<file path="src/sv/smmc_pkg.sv">
// ---------------------------------------------------------------------------
// smmc_pkg: shared types and constants for the sensor min/max calibrator
// Word layouts, phase codes, register indexes and lane control bundle.
// ---------------------------------------------------------------------------
package smmc_pkg;

	localparam int SENSOR_COUNT = 5;
	localparam int DATA_W       = 16;
	localparam int PHASE_W      = 3;
	localparam int CFG_IDX_W    = 1;

	localparam logic [DATA_W-1:0] DATA_MAX          = {DATA_W{1'b1}};
	localparam logic [DATA_W-1:0] WAIT_TICKS_RST    = 16'd100;
	localparam logic [DATA_W-1:0] SAMPLE_TARGET_RST = 16'd500;

	// sequencer phases
	typedef enum logic [PHASE_W-1:0] {
		PH_WAIT_DARK     = 3'd0,
		PH_SAMPLE_DARK   = 3'd1,
		PH_WAIT_BRIGHT   = 3'd2,
		PH_SAMPLE_BRIGHT = 3'd3,
		PH_DONE          = 3'd4
	} phase_t;

	// configuration register indexes
	typedef enum logic [CFG_IDX_W-1:0] {
		REG_WAIT_TICKS    = 1'b0,
		REG_SAMPLE_TARGET = 1'b1
	} cfg_reg_t;

	// one tick: readings of all sensors
	typedef struct packed {
		logic [DATA_W-1:0] sample_0;
		logic [DATA_W-1:0] sample_1;
		logic [DATA_W-1:0] sample_2;
		logic [DATA_W-1:0] sample_3;
		logic [DATA_W-1:0] sample_4;
	} sample_word_t;

	// one result: phase and all tracked extremes
	typedef struct packed {
		logic [PHASE_W-1:0] phase;
		logic [DATA_W-1:0]  low_0;
		logic [DATA_W-1:0]  low_1;
		logic [DATA_W-1:0]  low_2;
		logic [DATA_W-1:0]  low_3;
		logic [DATA_W-1:0]  low_4;
		logic [DATA_W-1:0]  high_0;
		logic [DATA_W-1:0]  high_1;
		logic [DATA_W-1:0]  high_2;
		logic [DATA_W-1:0]  high_3;
		logic [DATA_W-1:0]  high_4;
	} result_word_t;

	// per-tick commands from sequencer to every lane
	typedef struct packed {
		logic clr_min;
		logic clr_max;
		logic upd_min;
		logic upd_max;
	} lane_ctl_t;

endpackage

</file>
<file path="src/sv/smmc_lane.sv">
// ---------------------------------------------------------------------------
// smmc_lane: one sensor lane
// Holds the running minimum and maximum of one sensor and applies the
// clear / compare-and-select commands of the sequencer.
// ---------------------------------------------------------------------------
module smmc_lane
	import smmc_pkg::*;
(
	input  logic              clk,
	input  logic              arst_n,
	input  lane_ctl_t         ctl,
	input  logic [DATA_W-1:0] sample,
	output logic [DATA_W-1:0] low_nxt,
	output logic [DATA_W-1:0] high_nxt
);

	logic [DATA_W-1:0] low_q;
	logic [DATA_W-1:0] high_q;

	// next extremes for this tick
	always_comb begin
		low_nxt = low_q;
		if (ctl.clr_min) begin
			low_nxt = DATA_MAX;
		end else if (ctl.upd_min && (sample < low_q)) begin
			low_nxt = sample;
		end

		high_nxt = high_q;
		if (ctl.clr_max) begin
			high_nxt = '0;
		end else if (ctl.upd_max && (sample > high_q)) begin
			high_nxt = sample;
		end
	end

	always_ff @(posedge clk or negedge arst_n) begin
		if (!arst_n) begin
			low_q  <= DATA_MAX;
			high_q <= '0;
		end else begin
			low_q  <= low_nxt;
			high_q <= high_nxt;
		end
	end

endmodule

</file>
<file path="src/sv/smmc_seq.sv">
// ---------------------------------------------------------------------------
// smmc_seq: calibration sequencer
// Five-phase one-pass sequencer with wait and sample counters, plus the
// two configuration registers. Issues lane commands for each accepted tick.
// ---------------------------------------------------------------------------
module smmc_seq
	import smmc_pkg::*;
(
	input  logic                 clk,
	input  logic                 arst_n,
	input  logic                 take,
	input  logic                 cfg_valid,
	input  logic [CFG_IDX_W-1:0] cfg_index,
	input  logic [DATA_W-1:0]    cfg_data,
	output logic [PHASE_W-1:0]   phase_nxt,
	output lane_ctl_t            ctl
);

	phase_t            phase_q, phase_d;
	logic [DATA_W-1:0] wait_q, wait_d;
	logic [DATA_W-1:0] taken_q, taken_d;
	logic [DATA_W-1:0] wait_ticks_q;
	logic [DATA_W-1:0] sample_target_q;
	logic [DATA_W-1:0] wait_inc;
	logic              more_samples;

	// saturating tick count and sample budget check
	assign wait_inc     = (wait_q == DATA_MAX) ? wait_q : wait_q + 1'b1;
	assign more_samples = taken_q < sample_target_q;

	// next state for one accepted tick
	always_comb begin
		phase_d = phase_q;
		wait_d  = wait_q;
		taken_d = taken_q;
		ctl     = '0;
		if (take) begin
			case (phase_q)
				PH_WAIT_DARK: begin
					wait_d = wait_inc;
					if (wait_inc >= wait_ticks_q) begin
						ctl.clr_min = 1'b1;
						taken_d     = '0;
						phase_d     = PH_SAMPLE_DARK;
					end
				end
				PH_SAMPLE_DARK: begin
					if (more_samples) begin
						ctl.upd_min = 1'b1;
						taken_d     = taken_q + 1'b1;
					end else begin
						wait_d  = '0;
						phase_d = PH_WAIT_BRIGHT;
					end
				end
				PH_WAIT_BRIGHT: begin
					wait_d = wait_inc;
					if (wait_inc >= wait_ticks_q) begin
						ctl.clr_max = 1'b1;
						taken_d     = '0;
						phase_d     = PH_SAMPLE_BRIGHT;
					end
				end
				PH_SAMPLE_BRIGHT: begin
					if (more_samples) begin
						ctl.upd_max = 1'b1;
						taken_d     = taken_q + 1'b1;
					end else begin
						phase_d = PH_DONE;
					end
				end
				default: begin
					phase_d = PH_DONE;
				end
			endcase
		end
	end

	assign phase_nxt = phase_d;

	// sequencer state
	always_ff @(posedge clk or negedge arst_n) begin
		if (!arst_n) begin
			phase_q <= PH_WAIT_DARK;
			wait_q  <= '0;
			taken_q <= '0;
		end else begin
			phase_q <= phase_d;
			wait_q  <= wait_d;
			taken_q <= taken_d;
		end
	end

	// configuration registers
	always_ff @(posedge clk or negedge arst_n) begin
		if (!arst_n) begin
			wait_ticks_q    <= WAIT_TICKS_RST;
			sample_target_q <= SAMPLE_TARGET_RST;
		end else if (cfg_valid) begin
			case (cfg_reg_t'(cfg_index))
				REG_WAIT_TICKS:    wait_ticks_q    <= cfg_data;
				REG_SAMPLE_TARGET: sample_target_q <= cfg_data;
				default: begin
				end
			endcase
		end
	end

	// phase moves only on an accepted tick
	a_phase_idle: assert property (@(posedge clk) disable iff (!arst_n)
		!take |=> $stable(phase_q))
		else $error("phase changed without a tick");

	// one pass: phase never goes back
	a_phase_fwd: assert property (@(posedge clk) disable iff (!arst_n)
		take |=> (phase_q >= $past(phase_q)))
		else $error("phase went backward");

	// a lane is never cleared and updated on the same tick
	a_ctl_excl: assert property (@(posedge clk) disable iff (!arst_n)
		!((ctl.clr_min || ctl.clr_max) && (ctl.upd_min || ctl.upd_max)))
		else $error("clear and update issued together");

endmodule

</file>
<file path="src/sv/sensor_min_max_calibrator.sv">
// Output: each result word is registered, in the output register or, while
// that is stalled, in the skid entry. Throughput: one tick word per cycle
// while the skid is empty; sequencer and lane registers update in the accept
// cycle, and the two-entry output keeps input accepted while a result waits.
// Reset: phase to wait dark, counters to zero, minima all ones, maxima zero,
// wait_ticks 100, sample_target 500, output empty.
// ---------------------------------------------------------------------------
// sensor_min_max_calibrator: five-sensor min/max calibration block
// Sequencer plus one compare-and-select lane per sensor; lane results are
// merged with the phase into one result word per tick.
// ---------------------------------------------------------------------------
module sensor_min_max_calibrator
	import smmc_pkg::*;
(
	input  logic                 clk,
	input  logic                 arst_n,
	input  logic                 sample_valid,
	output logic                 sample_ready,
	input  sample_word_t         sample_word,
	output logic                 result_valid,
	input  logic                 result_ready,
	output result_word_t         result_word,
	input  logic                 cfg_valid,
	output logic                 cfg_ready,
	input  logic [CFG_IDX_W-1:0] cfg_index,
	input  logic [DATA_W-1:0]    cfg_data
);

	logic               in_fire;
	logic               out_fire;
	logic [PHASE_W-1:0] phase_nxt;
	lane_ctl_t          ctl;
	logic [DATA_W-1:0]  samples  [SENSOR_COUNT];
	logic [DATA_W-1:0]  low_nxt  [SENSOR_COUNT];
	logic [DATA_W-1:0]  high_nxt [SENSOR_COUNT];
	result_word_t       merged;

	logic               out_valid_q;
	result_word_t       out_word_q;
	logic               skid_valid_q;
	result_word_t       skid_word_q;

	assign cfg_ready    = 1'b1;
	assign sample_ready = !skid_valid_q;
	assign in_fire      = sample_valid && sample_ready;
	assign out_fire     = out_valid_q && result_ready;

	// split the tick word across lanes
	assign samples[0] = sample_word.sample_0;
	assign samples[1] = sample_word.sample_1;
	assign samples[2] = sample_word.sample_2;
	assign samples[3] = sample_word.sample_3;
	assign samples[4] = sample_word.sample_4;

	smmc_seq u_seq (
		.clk       (clk),
		.arst_n    (arst_n),
		.take      (in_fire),
		.cfg_valid (cfg_valid),
		.cfg_index (cfg_index),
		.cfg_data  (cfg_data),
		.phase_nxt (phase_nxt),
		.ctl       (ctl)
	);

	for (genvar i = 0; i < SENSOR_COUNT; i++) begin : g_lane
		smmc_lane u_lane (
			.clk      (clk),
			.arst_n   (arst_n),
			.ctl      (ctl),
			.sample   (samples[i]),
			.low_nxt  (low_nxt[i]),
			.high_nxt (high_nxt[i])
		);
	end

	// merge lane results with the phase
	always_comb begin
		merged.phase  = phase_nxt;
		merged.low_0  = low_nxt[0];
		merged.low_1  = low_nxt[1];
		merged.low_2  = low_nxt[2];
		merged.low_3  = low_nxt[3];
		merged.low_4  = low_nxt[4];
		merged.high_0 = high_nxt[0];
		merged.high_1 = high_nxt[1];
		merged.high_2 = high_nxt[2];
		merged.high_3 = high_nxt[3];
		merged.high_4 = high_nxt[4];
	end

	// output register and skid entry
	always_ff @(posedge clk or negedge arst_n) begin
		if (!arst_n) begin
			out_valid_q  <= 1'b0;
			skid_valid_q <= 1'b0;
		end else begin
			if (out_fire || !out_valid_q) begin
				out_valid_q  <= skid_valid_q || in_fire;
				skid_valid_q <= 1'b0;
			end else if (in_fire) begin
				skid_valid_q <= 1'b1;
			end
		end
	end

	always_ff @(posedge clk) begin
		if (out_fire || !out_valid_q) begin
			out_word_q <= skid_valid_q ? skid_word_q : merged;
		end
		if (in_fire && out_valid_q && !out_fire) begin
			skid_word_q <= merged;
		end
	end

	assign result_valid = out_valid_q;
	assign result_word  = out_word_q;

	// skid only fills behind a full output register
	a_skid_order: assert property (@(posedge clk) disable iff (!arst_n)
		skid_valid_q |-> out_valid_q)
		else $error("skid holds a word ahead of the output");

	// a tick arriving against a stalled output lands in the skid
	a_skid_fill: assert property (@(posedge clk) disable iff (!arst_n)
		(in_fire && out_valid_q && !result_ready) |=> skid_valid_q)
		else $error("tick result dropped on stall");

	// draining the last word with nothing behind it empties the output
	a_drain: assert property (@(posedge clk) disable iff (!arst_n)
		(out_fire && !skid_valid_q && !in_fire) |=> !out_valid_q)
		else $error("result repeated after drain");

endmodule
</file>
<file path="config.mk">
export PLATFORM = sky130hd
export DESIGN_NAME = sensor_min_max_calibrator
export DESIGN_NICKNAME = d
export VERILOG_FILES = /design/src/sv/smmc_pkg.sv /design/src/sv/smmc_lane.sv /design/src/sv/smmc_seq.sv /design/src/sv/sensor_min_max_calibrator.sv
export SDC_FILE = /design/constraint.sdc
export NUM_CORES = 1
export LEC_CHECK = 0
export ABC_AREA = 1
export ABC_CLOCK_PERIOD_IN_PS = 14800
export BUFFER_PORTS_ARGS = -buffer_cell sky130_fd_sc_hd__buf_2
export CAP_MARGIN = 20
export CORE_UTILIZATION = 40
export CTS_BUF_LIST = sky130_fd_sc_hd__clkbuf_8
export CTS_CLUSTER_DIAMETER = 30
export DETAILED_ROUTE_END_ITERATION = 6
export PLACE_DENSITY_LB_ADDON = 0.05
export SLEW_MARGIN = 20
export SYNTH_ARGS = -nofsm -noshare
export SYNTH_HDL_FRONTEND = slang
export SYNTH_SLANG_ARGS = --single-unit
export TNS_END_PERCENT = 5
</file>
<file path="constraint.sdc">
create_clock -name clk -period 14.8 [get_ports clk]
set_input_delay 2.22 -clock clk [delete_from_list [all_inputs] [get_ports clk]]
set_output_delay 2.22 -clock clk [all_outputs]
set_load 0.03 [all_outputs]
</file>
### Word-level counts from Yosys, hierarchy flattened

Cells that the tools add are included.

| word-level totals | value |
|---|---|
| flip-flop bits (word level) | 555 |
| input port bits | 102 |
| output and inout bits | 166 |
| logic and storage cells | 132 |

| operators by class | value |
|---|---|
| $add $sub $neg | 2 |
| magnitude comparators | 12 |
| eq/ne operators | 7 |
| multiplexer cells | 42 |
| bitwise operators | 1 |
| reductions and logical operators | 29 |

Operators by type and width:

| operator | number |
|---|---|
| $mux 16 | 24 |
| $mux 163 | 1 |
| $lt 16x16->1 | 6 |
| $gt 16x16->1 | 5 |
| $pmux 16 s2 | 2 |
| $add 16x1->16 const B | 2 |
| $eq 16x16->1 const B | 1 |
| $ge 16x16->1 | 1 |
| $mux 3 | 5 |
| $logic_and 1x1->1 | 14 |
| $pmux 3 s4 | 1 |
| $mux 1 | 8 |
| $eq 3x2->1 const B | 2 |
| $reduce_bool 2->1 | 3 |
| $mux 4 | 1 |
| $ne 2x1->1 const B | 2 |
| $reduce_and 2->1 | 2 |
| $reduce_and 4->1 | 1 |
| $reduce_or 2->1 | 2 |
| $eq 3x1->1 const B | 1 |
| $logic_not 1->1 | 3 |
| $logic_not 3->1 | 1 |
| $reduce_and 3->1 | 1 |
| $logic_or 1x1->1 | 2 |
| 2 further kinds | 2 |

### Depth between registers and ports, before layout

Gate-level depths: netlist of run 1.

| logic depth | value |
|---|---|
| depth after elaboration | 10 |
| mapped depth | 21 |
| mapped depth without buffers | 20 |

### By module

From an unflattened synthesis of run 1, not the netlist that was laid out.

| unflattened totals | value |
|---|---|
| cells, all modules | 2991 |
| area, all modules | 28457.3 µm² |

Modules (own cells, without submodules):

| module | instances | cells an instance | area an instance (µm²) | seq. area each (µm²) |
|---|---|---|---|---|
| sensor_min_max_calibrator | 1 | 864 | 11920.2 | 9839.4 |
| smmc_lane (g_lane[1].u_lane ...) | 4 | 311 | 2456.1 | 820.8 |
| smmc_seq | 1 | 573 | 4286.6 | 1687.9 |
| smmc_lane (g_lane[0].u_lane) | 1 | 310 | 2426.1 | 820.8 |

### Worst setup path after synthesis of run 1

Ideal clock, no wire load.

| timing | value |
|---|---|
| path kind | input-to-reg |
| start point | input port result_ready |
| end point | register skid_word_q[0] (netlist bit), enable pin |
| library setup time | 1583 ps |
| data arrival time | 13923 ps |
| required time | 13217 ps |
| setup slack | -706 ps |
| stages on the path | 3 |
| buffers on the path | 0 |
| cell sequence | inv_1 nand2_1 nor2_1 |

| between the ends | value |
|---|---|
| word-level cells in the longest chain between the ends | 3 |

RTL lines:

| what | line | source |
|---|---|---|
| start: declaration | sensor_min_max_calibrator.sv:21 | `input logic result_ready,` |
| $logic_and 1x1->1 | sensor_min_max_calibrator.sv:46 | `assign out_fire = out_valid_q && result_ready;` |
| $logic_not 1->1 | sensor_min_max_calibrator.sv:111 | `if (in_fire && out_valid_q && !out_fire) begin` |
| $logic_and 1x1->1 | sensor_min_max_calibrator.sv:111 |  |
| end signal: assignment | sensor_min_max_calibrator.sv:112 | `skid_word_q <= merged;` |
| end: declaration | sensor_min_max_calibrator.sv:41 | `result_word_t skid_word_q;` |

No other way between the ends.
A chain may end at the register's enable or synchronous reset.

### Worst setup path in the final report of run 1

| timing | value |
|---|---|
| start point | register u_seq.wait_q[0] |
| end point | register skid_word_q[54] (netlist bit), data pin |

| between the ends | value |
|---|---|
| word-level cells in the longest chain between the ends | 7 |
| elaborated cells on any way between the ends | 8 |
| classes of those cells | add/sub: 1; order compare: 1; eq/ne: 1; mux: 5 |

RTL lines:

| what | line | source |
|---|---|---|
| start: declaration | smmc_seq.sv:20 | `logic [DATA_W-1:0] wait_q, wait_d;` |
| start signal: assignment | smmc_seq.sv:89 | `wait_q <= wait_d;` |
| $add 16x1->16 / $eq 16x16->1 (equally long branches) | smmc_seq.sv:28 | `assign wait_inc = (wait_q == DATA_MAX) ? wait_q : wait_q + 1'b1;` |
| $mux 16 (*) | smmc_seq.sv:28 |  |
| $ge 16x16->1 (*) | smmc_seq.sv:58 | `if (wait_inc >= wait_ticks_q) begin` |
| $mux 1 (*) | smmc_seq.sv:58 |  |
| $mux 1 (*) | smmc_seq.sv:38 | `case (phase_q)` |
| $mux 4 (*) | smmc_seq.sv:37 | `if (take) begin` |
| $mux 16 (*) | smmc_lane.sv:30 | `if (ctl.clr_max) begin` |
| via g_lane[1].u_lane.high_nxt[6] | smmc_lane.sv:14 | `output logic [DATA_W-1:0] high_nxt` |

The timed path passes the listed nets; every way through them passes the cells marked *.

==> flow_summary.json, run 1 <==
{
  "yosysSeqAreaShare": 0.572,
  "peakVddDrop_uv": 88.9,
  "num-fill-cells": 6420,
  "finalNetCount": 3449,
  "hold_path_class": "register to register",
  "final_core_util": 0.488,
  "period_needed_ps": 4890,
  "first_pass_iters": 5,
  "finalNonFillerCells": 4160,
  "async_reset_ff_frac": 0.413,
  "synth_top_area_frac": 0.358,
  "grt_max_degree": 138,
  "setup_viol": 0,
  "rows": 95,
  "routed_via_density": 5.04,
  "dieWidth_um": 263,
  "die_h_um": 263,
  "cts_resized": 0,
  "cp-start-kind": "register",
  "yosysWarnings": 0,
  "core_mm2": 0.0674,
  "track_usage": 0.214,
  "post_cts_buffers": 0,
  "cts.path.max_buffers": 3,
  "intPower_w": 0.00431,
  "relSlewSlack": 0.314,
  "synth-main-ff-cell": "edfxtp_1",
  "yosysTopAreaCell": "edfxtp_1",
  "hold_viol": 0,
  "drtIter0Drc": 1311,
  "wl_per_cell_um": 17.7,
  "p_comb_frac": 0.305,
  "syn_nets": 3138,
  "dp_hpwl_um": 46800,
  "r2r-end": "skid_word_q[54]",
  "avgSynthCellArea_um2": 9.60,
  "start_util": 0.406,
  "synth-seq-cells": 555,
  "final_common_cell": "nand2_1",
  "worst_pin_slew_ps": 1030,
  "rr_worst_depth": 17,
  "synthCells": 2848,
  "clk-insertion-delay-late_ps": 770,
  "antenna_found_initial": 7,
  "maxCapViolCount": 0,
  "ant_nets": 0,
  "endpoint_kind": "register",
  "clkTransAtPathRegs_ps": 50,
  "finalWirelength_um": 73400,
  "cts_tree": "yes",
  "rsz0062_at_grt": "no",
  "gp_congestion": 0.812,
  "skew_ps": 32.8,
  "sw_frac_of_total": 0.366,
  "reg2reg_slack_ps": 9910,
  "first_global_vias": 21200,
  "fp.dieArea_mm2": 0.0694,
  "power-per-cell-area_mw_per_mm2": 207,
  "cp.arrival_ps": 5450,
  "worstPathMaxFanout": 96,
  "power.switching_w": 0.00249,
  "portBuffers": 266,
  "cts_hold_buf": 0,
  "clkPwrFrac": 0.324,
  "finalCritPeriodShare": 0.330,
  "max_freq_mhz": 204,
  "drive_gt1_frac": 0.194,
  "pin_count": 268,
  "drcViolationCount": 0,
  "critical_path_class": "register to register",
  "layout_common_cells": "nand2_1 (821), edfxtp_1 (326), inv_1 (290)",
  "synth_area_leaders": "edfxtp_1 (36%), dfrtp_1 (13%), nand2_1 (11%)",
  "gr-total-overflow": 0,
  "power_frac_seq": 0.371,
  "outcome": "completed",
  "report.final.slew_viol_count": 0,
  "area_delta_synth_final_pct": 20.3,
  "startpoint": "u_seq.wait_q[0]",
  "leakage_nw": 15.4,
  "grt_pass1_wl_um": 116000,
  "cts_buffers": 144,
  "cts.sinks": 555,
  "tns_ps": 0,
  "cp.required_ps": 15360,
  "synth_edf_count": 326,
  "netlist_area_mm2": 0.0273,
  "yosysUniqueCellTypes": 41,
  "cts_root_buf": "clkbuf_8",
  "r2r-start": "u_seq.wait_q[0]",
  "htree_levels": 4,
  "critPathCapture": "skid_word_q[54]",
  "place_inst": 3885,
  "vias": 21000
}
[through the flow]
stage / power, W / setup WS [ps] / instance area, um^2 / hold WS [ps]
floorplan: 0.00397 / 2720 / 27300 / 453
global placement: 0.00459 / 9450 / 29500 / 472
detailed placement: 0.00464 / 9380 / 29500 / 475
CTS: 0.00689 / 9810 / 32800 / 487
global route: 0.00728 / 9310 / 32900 / 503
finish: 0.00679 / 9910 / 32900 / 489
[power groups by stage]
stage	clock network, W	logic (W)	registers (W)
2_1_floorplan	0	0.00115	0.00282
6_report	0.00220	0.00207	0.00252
4_1_cts	0.00226	0.00211	0.00252
3_3_place_gp	0	0.00205	0.00254
3_5_place_dp	0	0.00210	0.00254
5_1_grt	0.00235	0.00236	0.00257
[layout make-up]
class / instances / area (um^2) / share of cell area
flip-flops and latches: 555 / 15600 / 0.475
multi-input cells: 1888 / 10200 / 0.310
clock buffers: 156 / 2150 / 0.0653
repair buffers: 284 / 1530 / 0.0465
clock inverters: 113 / 1200 / 0.0364
well taps: 873 / 1090 / 0.0332
inverters: 286 / 1080 / 0.0328
diodes: 5 / 12.5 / 0.000380
[cells by family after synthesis]
kind of cell / share of synthesized area
adder cells (fa/ha/maj): 0.0860
buffers and inverters: 0.0575
AO/OA/AOI/OAI: 0.0940
XOR/XNOR: 0.00448
other: 0.000137
flip-flops: 0.572
AND/OR/NAND/NOR: 0.186
[synth_stat cells, types with 2 or more instances]
cell	instances
clkbuf_1	77
nor3_1	24
nor2_1	61
a31oi_1	2
dfstp_2	89
clkinv_1	3
o21a_1	11
edfxtp_1	326
a21boi_0	35
nor2_2	5
a21oi_1	101
inv_2	7
a21boi_1	46
nand3b_1	2
nand2_1	822
buf_4	2
xor2_1	13
buf_6	2
nor2_4	3
buf_1	14
dfrtp_1	140
o21ai_0	199
nor4_1	4
buf_2	24
or2_2	2
a21o_1	2
nand3_1	278
o21ai_1	61
a211oi_1	2
inv_1	276
ha_1	188
nand4_1	18
[sequential cells by signal (all words and copies together) (netlist names)]
register,cells
g_lane.u_lane.low_q,80
result_word,163
u_seq.phase_q,3
u_seq.taken_q,16
skid_valid_q,1
u_seq.wait_q,16
result_valid,1
u_seq.sample_target_q,16
skid_word_q,163
g_lane.u_lane.high_q,80
u_seq.wait_ticks_q,16
[worst max-delay path, cell delays in order, from the launching register on]
cell and delay, ps:
dfrtp_1 380, ha_1 190, nand3_1 140, nor2_1 250
nand3_1 140, inv_1 90, nand2_1 170, inv_1 190
nor2_1 70, xor2_1 230, ha_1 310, a21oi_1 160
o21ai_0 90, o21ai_0 150, nand3_1 290, nand3_4 590
buf_4 850, a21boi_0 320
[routing by layer]
layer,global-route usage,part of all wire,up-vias
met5,0,0.00016,-
met1,0.273,0.44,10000
met4,0.0887,0.027,2
met3,0.0475,0.049,136
li1,-,-,10300
met2,0.350,0.48,528
[worst min path at each step]
stage	startpoint	end	slack, ps	cells past startpoint
finish	u_seq.wait_ticks_q[3]	u_seq.wait_ticks_q[3]	490	2
global route	u_seq.wait_ticks_q[14]	u_seq.wait_ticks_q[14]	500	2
CTS	u_seq.wait_ticks_q[3]	u_seq.wait_ticks_q[3]	490	2
detailed placement	u_seq.wait_ticks_q[3]	u_seq.wait_ticks_q[3]	480	2
global placement	u_seq.wait_ticks_q[3]	u_seq.wait_ticks_q[3]	470	2
floorplan	u_seq.sample_target_q[10]	u_seq.sample_target_q[10]	450	2
Power figures use the tool's default switching activity.
==> run 2: changes to the inputs <==
--- a/config.mk
+++ b/config.mk
@@ -6,7 +6,7 @@
 export NUM_CORES = 1
 export LEC_CHECK = 0
 export ABC_AREA = 1
-export ABC_CLOCK_PERIOD_IN_PS = 14800
+export ABC_CLOCK_PERIOD_IN_PS = 4850
 export BUFFER_PORTS_ARGS = -buffer_cell sky130_fd_sc_hd__buf_2
 export CAP_MARGIN = 20
 export CORE_UTILIZATION = 40
==> constraint.sdc (replaced) <==
create_clock -name clk -period 4.85 [get_ports clk]
set_input_delay 0.7275 -clock clk [delete_from_list [all_inputs] [get_ports clk]]
set_output_delay 0.7275 -clock clk [all_outputs]
set_load 0.03 [all_outputs]
==> run 2 against run 1 <==
Compared with the run above: die area did not move; final cell count barely moved; total power rose to 3.0 times the previous value; fmax rose by 15%; clock skew rose by 8.8 ps; count of clock-buffer cells in the layout rose by 17; worst hold slack got worse by 280 ps; highest routed layer is now met4.
==> flow_summary.json, run 2 (synthesis gave the netlist of run 1 again) <==
{
  "final_core_util": 0.488,
  "peakVddDrop_uv": 254,
  "power-per-cell-area_mw_per_mm2": 626,
  "critPathCapture": "result_word[134]",
  "gp_congestion": 0.813,
  "clkTransAtPathRegs_ps": 50,
  "first_pass_iters": 7,
  "setup_viol": 0,
  "pin_count": 268,
  "report.final.slew_viol_count": 0,
  "r2r-start": "u_seq.wait_q[5]",
  "tns_ps": 0,
  "clk-insertion-delay-late_ps": 760,
  "critical_path_class": "register to register",
  "finalNetCount": 3456,
  "outcome": "completed",
  "wl_per_cell_um": 18.4,
  "cts_tree": "yes",
  "drive_gt1_frac": 0.194,
  "post_cts_buffers": 0,
  "gr-total-overflow": 0,
  "cp_top_family": "simple AND/OR/NAND/NOR gates",
  "drtIter0Drc": 1100,
  "dieWidth_um": 263,
  "cp_slowest_cell": "buf_6",
  "dp_hpwl_um": 48200,
  "skew_ps": 41.6,
  "startpoint": "u_seq.wait_q[5]",
  "hold_path_class": "input port to register",
  "endpoint_kind": "register",
  "maxCapViolCount": 0,
  "antenna_found_initial": 3,
  "finalWirelength_um": 76800,
  "cp.depth": 20,
  "reg2reg_slack_ps": 610,
  "worst_pin_slew_ps": 1130,
  "crit_path_max_incr_delay_ps": 660,
  "r2r-end": "result_word[134]",
  "worstPathMaxFanout": 80,
  "relSlewSlack": 0.247,
  "leakage_nw": 15.5,
  "cts_root_buf": "clkbuf_8",
  "rows": 95,
  "rr_worst_depth": 20,
  "cp_num_buf_inv": 3,
  "cts.path.max_buffers": 3,
  "final_common_cell": "nand2_1",
  "finalCritPeriodShare": 0.874,
  "track_usage": 0.224,
  "layout_common_cells": "nand2_1 (821), edfxtp_1 (326), inv_1 (302)",
  "rsz0062_at_grt": "no",
  "cts.sinks": 555,
  "hold_viol": 0,
  "vias": 21000,
  "final_area_mm2": 0.0329,
  "grt_pass1_wl_um": 121000,
  "start_util": 0.406,
  "ant_nets": 0,
  "first_global_vias": 21900,
  "core_mm2": 0.0674,
  "place_inst": 3891,
  "path_cells": "nand2_1, nor2_1, nand3_1, nor2_1, nand3_1, inv_1, nand2_1, inv_1, nor2_1, xor2_1, ha_1, a21oi_1, o21ai_0, o21ai_0, nand3_1, nand3_4, buf_6, nand3_1, nand2_1, nand2_1",
  "cts_resized": 0,
  "cp.required_ps": 5350,
  "max_freq_mhz": 236,
  "drcViolationCount": 0,
  "finalNonFillerCells": 4163,
  "cp.arrival_ps": 4740,
  "portBuffers": 266,
  "cts_buffers": 145,
  "area_delta_synth_final_pct": 20.3,
  "power_w": 0.0206,
  "die_h_um": 263,
  "period_needed_ps": 4240,
  "routed_via_density": 5.04,
  "htree_levels": 4,
  "grt_max_degree": 150,
  "fp.dieArea_mm2": 0.0694,
  "cp-start-kind": "register",
  "dpl_cell_area_mm2": 0.0296
}
## run 2: cell count changes in the layout (fill, tap and decap cells not counted), moves of 5 or more
| cell | change |
|---|---|
| buf_12 | +6 |
| bufinv_16 | -7 |
| clkbuf_8 | +17 |
| clkinv_1 | -8 |
| clkinv_4 | -5 |
| clkinvlp_4 | -10 |
| inv_1 | +12 |
## run 2: worst reg2reg max path, delay by kind of cell (launching register included)
kind | cells | cell delay, ps
compound gates | 3 | 410
xor+xnor | 1 | 180
fa+ha+maj | 1 | 290
buf+inv | 3 | 930
flops | 1 | 380
simple gates | 12 | 1820
## run 2: worst min-delay path by stage
| stage | startpoint | endpoint | slack [ps] | cells past startpoint |
|---|---|---|---|---|
| after detailed placement | u_seq.sample_target_q[14] | u_seq.sample_target_q[14] | 470 | 2 |
| after floorplan | arst_n | g_lane[0].u_lane.high_q[0] | 430 | 0 |
| after global routing | sample_valid | result_valid | 170 | 3 |
| after global placement | u_seq.wait_ticks_q[1] | u_seq.wait_ticks_q[1] | 470 | 2 |
| final | sample_valid | result_valid | 210 | 3 |
| after CTS | sample_valid | result_valid | 130 | 3 |
## run 2: through the flow
| stage | setup slack [ps] | hold slack, ps |
|---|---|---|
| 6_report | 613 | 211 |
| 5_1_grt | 230 | 170 |
| 4_1_cts | 355 | 126 |
| 3_5_place_dp | 352 | 473 |
| 3_3_place_gp | 454 | 469 |
| 2_1_floorplan | 375 | 432 |
## run 2: layout make-up
cell class                 count  area, um^2
multi-input combinational   1888       10200
sequential                   555       15600
clock buffer                 173        2380
fill                        6368       34500
inverter                     286        1080
timing repair buffer         290        1620
tap                          873        1090
clock inverter                95         895
antenna                        3        7.51
## run 2: where the power goes
part	internal (W)	total [W]	switching (W)	leakage [nW]
clock	0.00411	0.00652	0.00241	1.76
combinational	0.00184	0.00634	0.00450	7.73
sequential	0.00708	0.00772	0.000645	5.96
total	0.0130	0.0206	0.00755	15.5
## run 2: what timing repair did
| item | in CTS | in global routing |
|---|---|---|
| endpoints found under the hold margin | 53 | 0 |
| endpoints found under the setup margin | 0 | 0 |
| hold buffers | 1 | 0 |
## run 2: metal layers
metal,share of wire,track usage,wire length (um)
met4,0.020,0.0774,1520
met3,0.051,0.0502,3900
met5,0,0,0
met2,0.49,0.375,37800
met1,0.44,0.284,33500
==> run 3: changes to the inputs <==
--- a/config.mk
+++ b/config.mk
@@ -14,6 +14,7 @@
 export CTS_CLUSTER_DIAMETER = 30
 export DETAILED_ROUTE_END_ITERATION = 6
 export PLACE_DENSITY_LB_ADDON = 0.05
+export RECOVER_POWER = 25
 export SLEW_MARGIN = 20
 export SYNTH_ARGS = -nofsm -noshare
 export SYNTH_HDL_FRONTEND = slang
==> run 3 against run 2 <==
Compared with the run above: the run now ends with DRC, capacitance limit, slew limit left; worst hold slack worse by 0.95 ps; die area unchanged; total power about the same; utilization down 0.063 points; design area down 0.13%; non-clock buffer count unchanged; flip-flop and latch count unchanged; clock skew about the same; via count up 0.13%; fmax down 0.22%; critical endpoint unchanged; highest routed layer unchanged.
==> flow_summary.json, run 3 (synthesis gave the netlist of run 1 again) <==
{
  "intPower_w": 0.0130,
  "period_needed_ps": 4250,
  "first_global_vias": 21900,
  "first_pass_iters": 7,
  "leakage_nw": 15.4,
  "r2r-start": "u_seq.wait_q[5]",
  "cp-start-kind": "register",
  "multi_input_area_mm2": 0.0102,
  "grt_pass1_wl_um": 121000,
  "maxCapViolCount": 2,
  "cts_hold_buf": 1,
  "gr-total-overflow": 0,
  "finalWirelength_um": 76800,
  "cp_top_family": "simple AND/OR/NAND/NOR gates",
  "dieWidth_um": 263,
  "num-fill-cells": 6375,
  "track_usage": 0.224,
  "cts_resized": 0,
  "max_freq_mhz": 236,
  "cp_slowest_cell": "buf_6",
  "ant_nets": 0,
  "vias": 21000,
  "relSlewSlack": -0.592,
  "hold_path_class": "input port to register",
  "drcViolationCount": 2,
  "p_comb_frac": 0.308,
  "start_util": 0.406,
  "endpoint_kind": "register",
  "power.switching_w": 0.00756,
  "reg2reg_slack_ps": 600,
  "area_delta_synth_final_pct": 20.2,
  "holdPathStages": 3,
  "dp_hpwl_um": 48200,
  "outcome": "finished, violations left",
  "critical_path_class": "register to register",
  "core_mm2": 0.0674,
  "crit_path_max_incr_delay_ps": 660,
  "fp.dieArea_mm2": 0.0694,
  "final_area_mm2": 0.0329,
  "finalCritPeriodShare": 0.876,
  "worstHoldStart": "sample_valid",
  "seqCellArea_mm2": 0.0156,
  "cp_num_buf_inv": 3,
  "cp.required_ps": 5350,
  "layout_common_cells": "nand2_1 (821), edfxtp_1 (326), inv_1 (302)",
  "tns_ps": 0,
  "cts_tree": "yes",
  "cts_buffers": 145,
  "finalNetCount": 3456,
  "report.final.slew_viol_count": 211,
  "rows": 95,
  "cts.path.max_buffers": 3,
  "clkTransAtPathRegs_ps": 50,
  "worstPathMaxFanout": 80,
  "rsz0062_at_grt": "no",
  "setup_viol": 0,
  "finalWorstSetupSlack_ps": 604,
  "worst_pin_slew_ps": 2390,
  "hold_viol": 0,
  "path_cells": "nand2_1, nor2_1, nand3_1, nor2_1, nand3_1, inv_1, nand2_1, inv_1, nor2_1, xor2_1, ha_1, a21oi_1, o21ai_0, o21ai_0, nand3_1, nand3_4, buf_6, nand3_1, nand2_1, nand2_1",
  "cts_root_buf": "clkbuf_8",
  "cp.arrival_ps": 4750,
  "dpl_cell_area_mm2": 0.0296,
  "antenna_found_initial": 3,
  "power_frac_seq": 0.375,
  "finalNonFillerCells": 4163,
  "peakVddDrop_uv": 254,
  "rr_worst_depth": 20,
  "sw_frac_of_total": 0.367,
  "violations": "DRC, capacitance limit, slew limit",
  "final_common_cell": "nand2_1",
  "grt_max_degree": 150,
  "pin_count": 268,
  "clkPwrFrac": 0.317,
  "skew_ps": 41.9,
  "hold-path-endpoint": "result_valid",
  "wl_per_cell_um": 18.5,
  "preCtsSetupSlack_ps": 352,
  "drive_gt1_frac": 0.194,
  "routed_via_density": 5.05,
  "power-per-cell-area_mw_per_mm2": 627,
  "clk-insertion-delay-late_ps": 760,
  "htree_levels": 4,
  "gp_congestion": 0.813,
  "r2r-end": "result_word[134]",
  "drtIter0Drc": 1107,
  "cts.sinks": 555,
  "die_h_um": 263,
  "startpoint": "u_seq.wait_q[5]",
  "place_inst": 3891,
  "portBuffers": 266,
  "post_cts_buffers": 0
}
[run 3: changes by cell type in the layout (fill, tap and decap cells not counted), sizes merged]
cell,change
buf,-4
clkbuf,+4
[run 3: worst register-to-register path: cells and delay by family (launching register included)]
family | cells | cell delay, ps
adders and majority gates | 1 | 320
xor gates and xnor gates | 1 | 160
and+or+nand+nor | 12 | 1830
buffers and inverters | 3 | 940
AOI/OAI and AO/OA | 3 | 410
DFF | 1 | 380
[run 3: layout make-up]
cell class              count  area share
clock inverters            95      0.0272
inverters                 286      0.0328
clock buffers             173      0.0725
diodes                      3    0.000228
well taps                 873      0.0332
repair buffers            290      0.0483
flip-flops and latches    555       0.476
multi-input cells        1888       0.310
[run 3: power by group through the flow]
stage	Clock, W	Combinational, W	Sequential (W)
6_report	0.00652	0.00634	0.00772
5_1_grt	0.00693	0.00723	0.00788
4_1_cts	0.00668	0.00643	0.00774
3_5_place_dp	0	0.00640	0.00779
3_3_place_gp	0	0.00626	0.00780
2_1_floorplan	0	0.00351	0.00859
[run 3: metrics by stage]
step / hold slack, ps / total power [W] / util
final: 210 / 0.0206 / 0.487
after global routing: 170 / 0.0220 / 0.487
after CTS: 126 / 0.0209 / 0.488
after detailed placement: 473 / 0.0142 / 0.439
after global placement: 469 / 0.0141 / 0.439
after floorplan: 432 / 0.0121 / -
[run 3: per-layer routing]
metal,vias up,routed length (um),global-route usage
met4,0,1530,0.0774
met5,-,0,0
met1,10100,33700,0.284
met3,98,3750,0.0502
met2,472,37800,0.375
li1,10300,-,-
[run 3: worst max-delay path by stage]
stage                        to  depth (start not counted)  slack (ps)
2_1_floorplan    skid_word_q[0]                          3         380
3_3_place_gp   result_word[119]                         20         450
3_5_place_dp   result_word[113]                         20         350
4_1_cts        result_word[113]                         20         360
5_1_grt        result_word[139]                         20         230
6_report       result_word[134]                         20         600
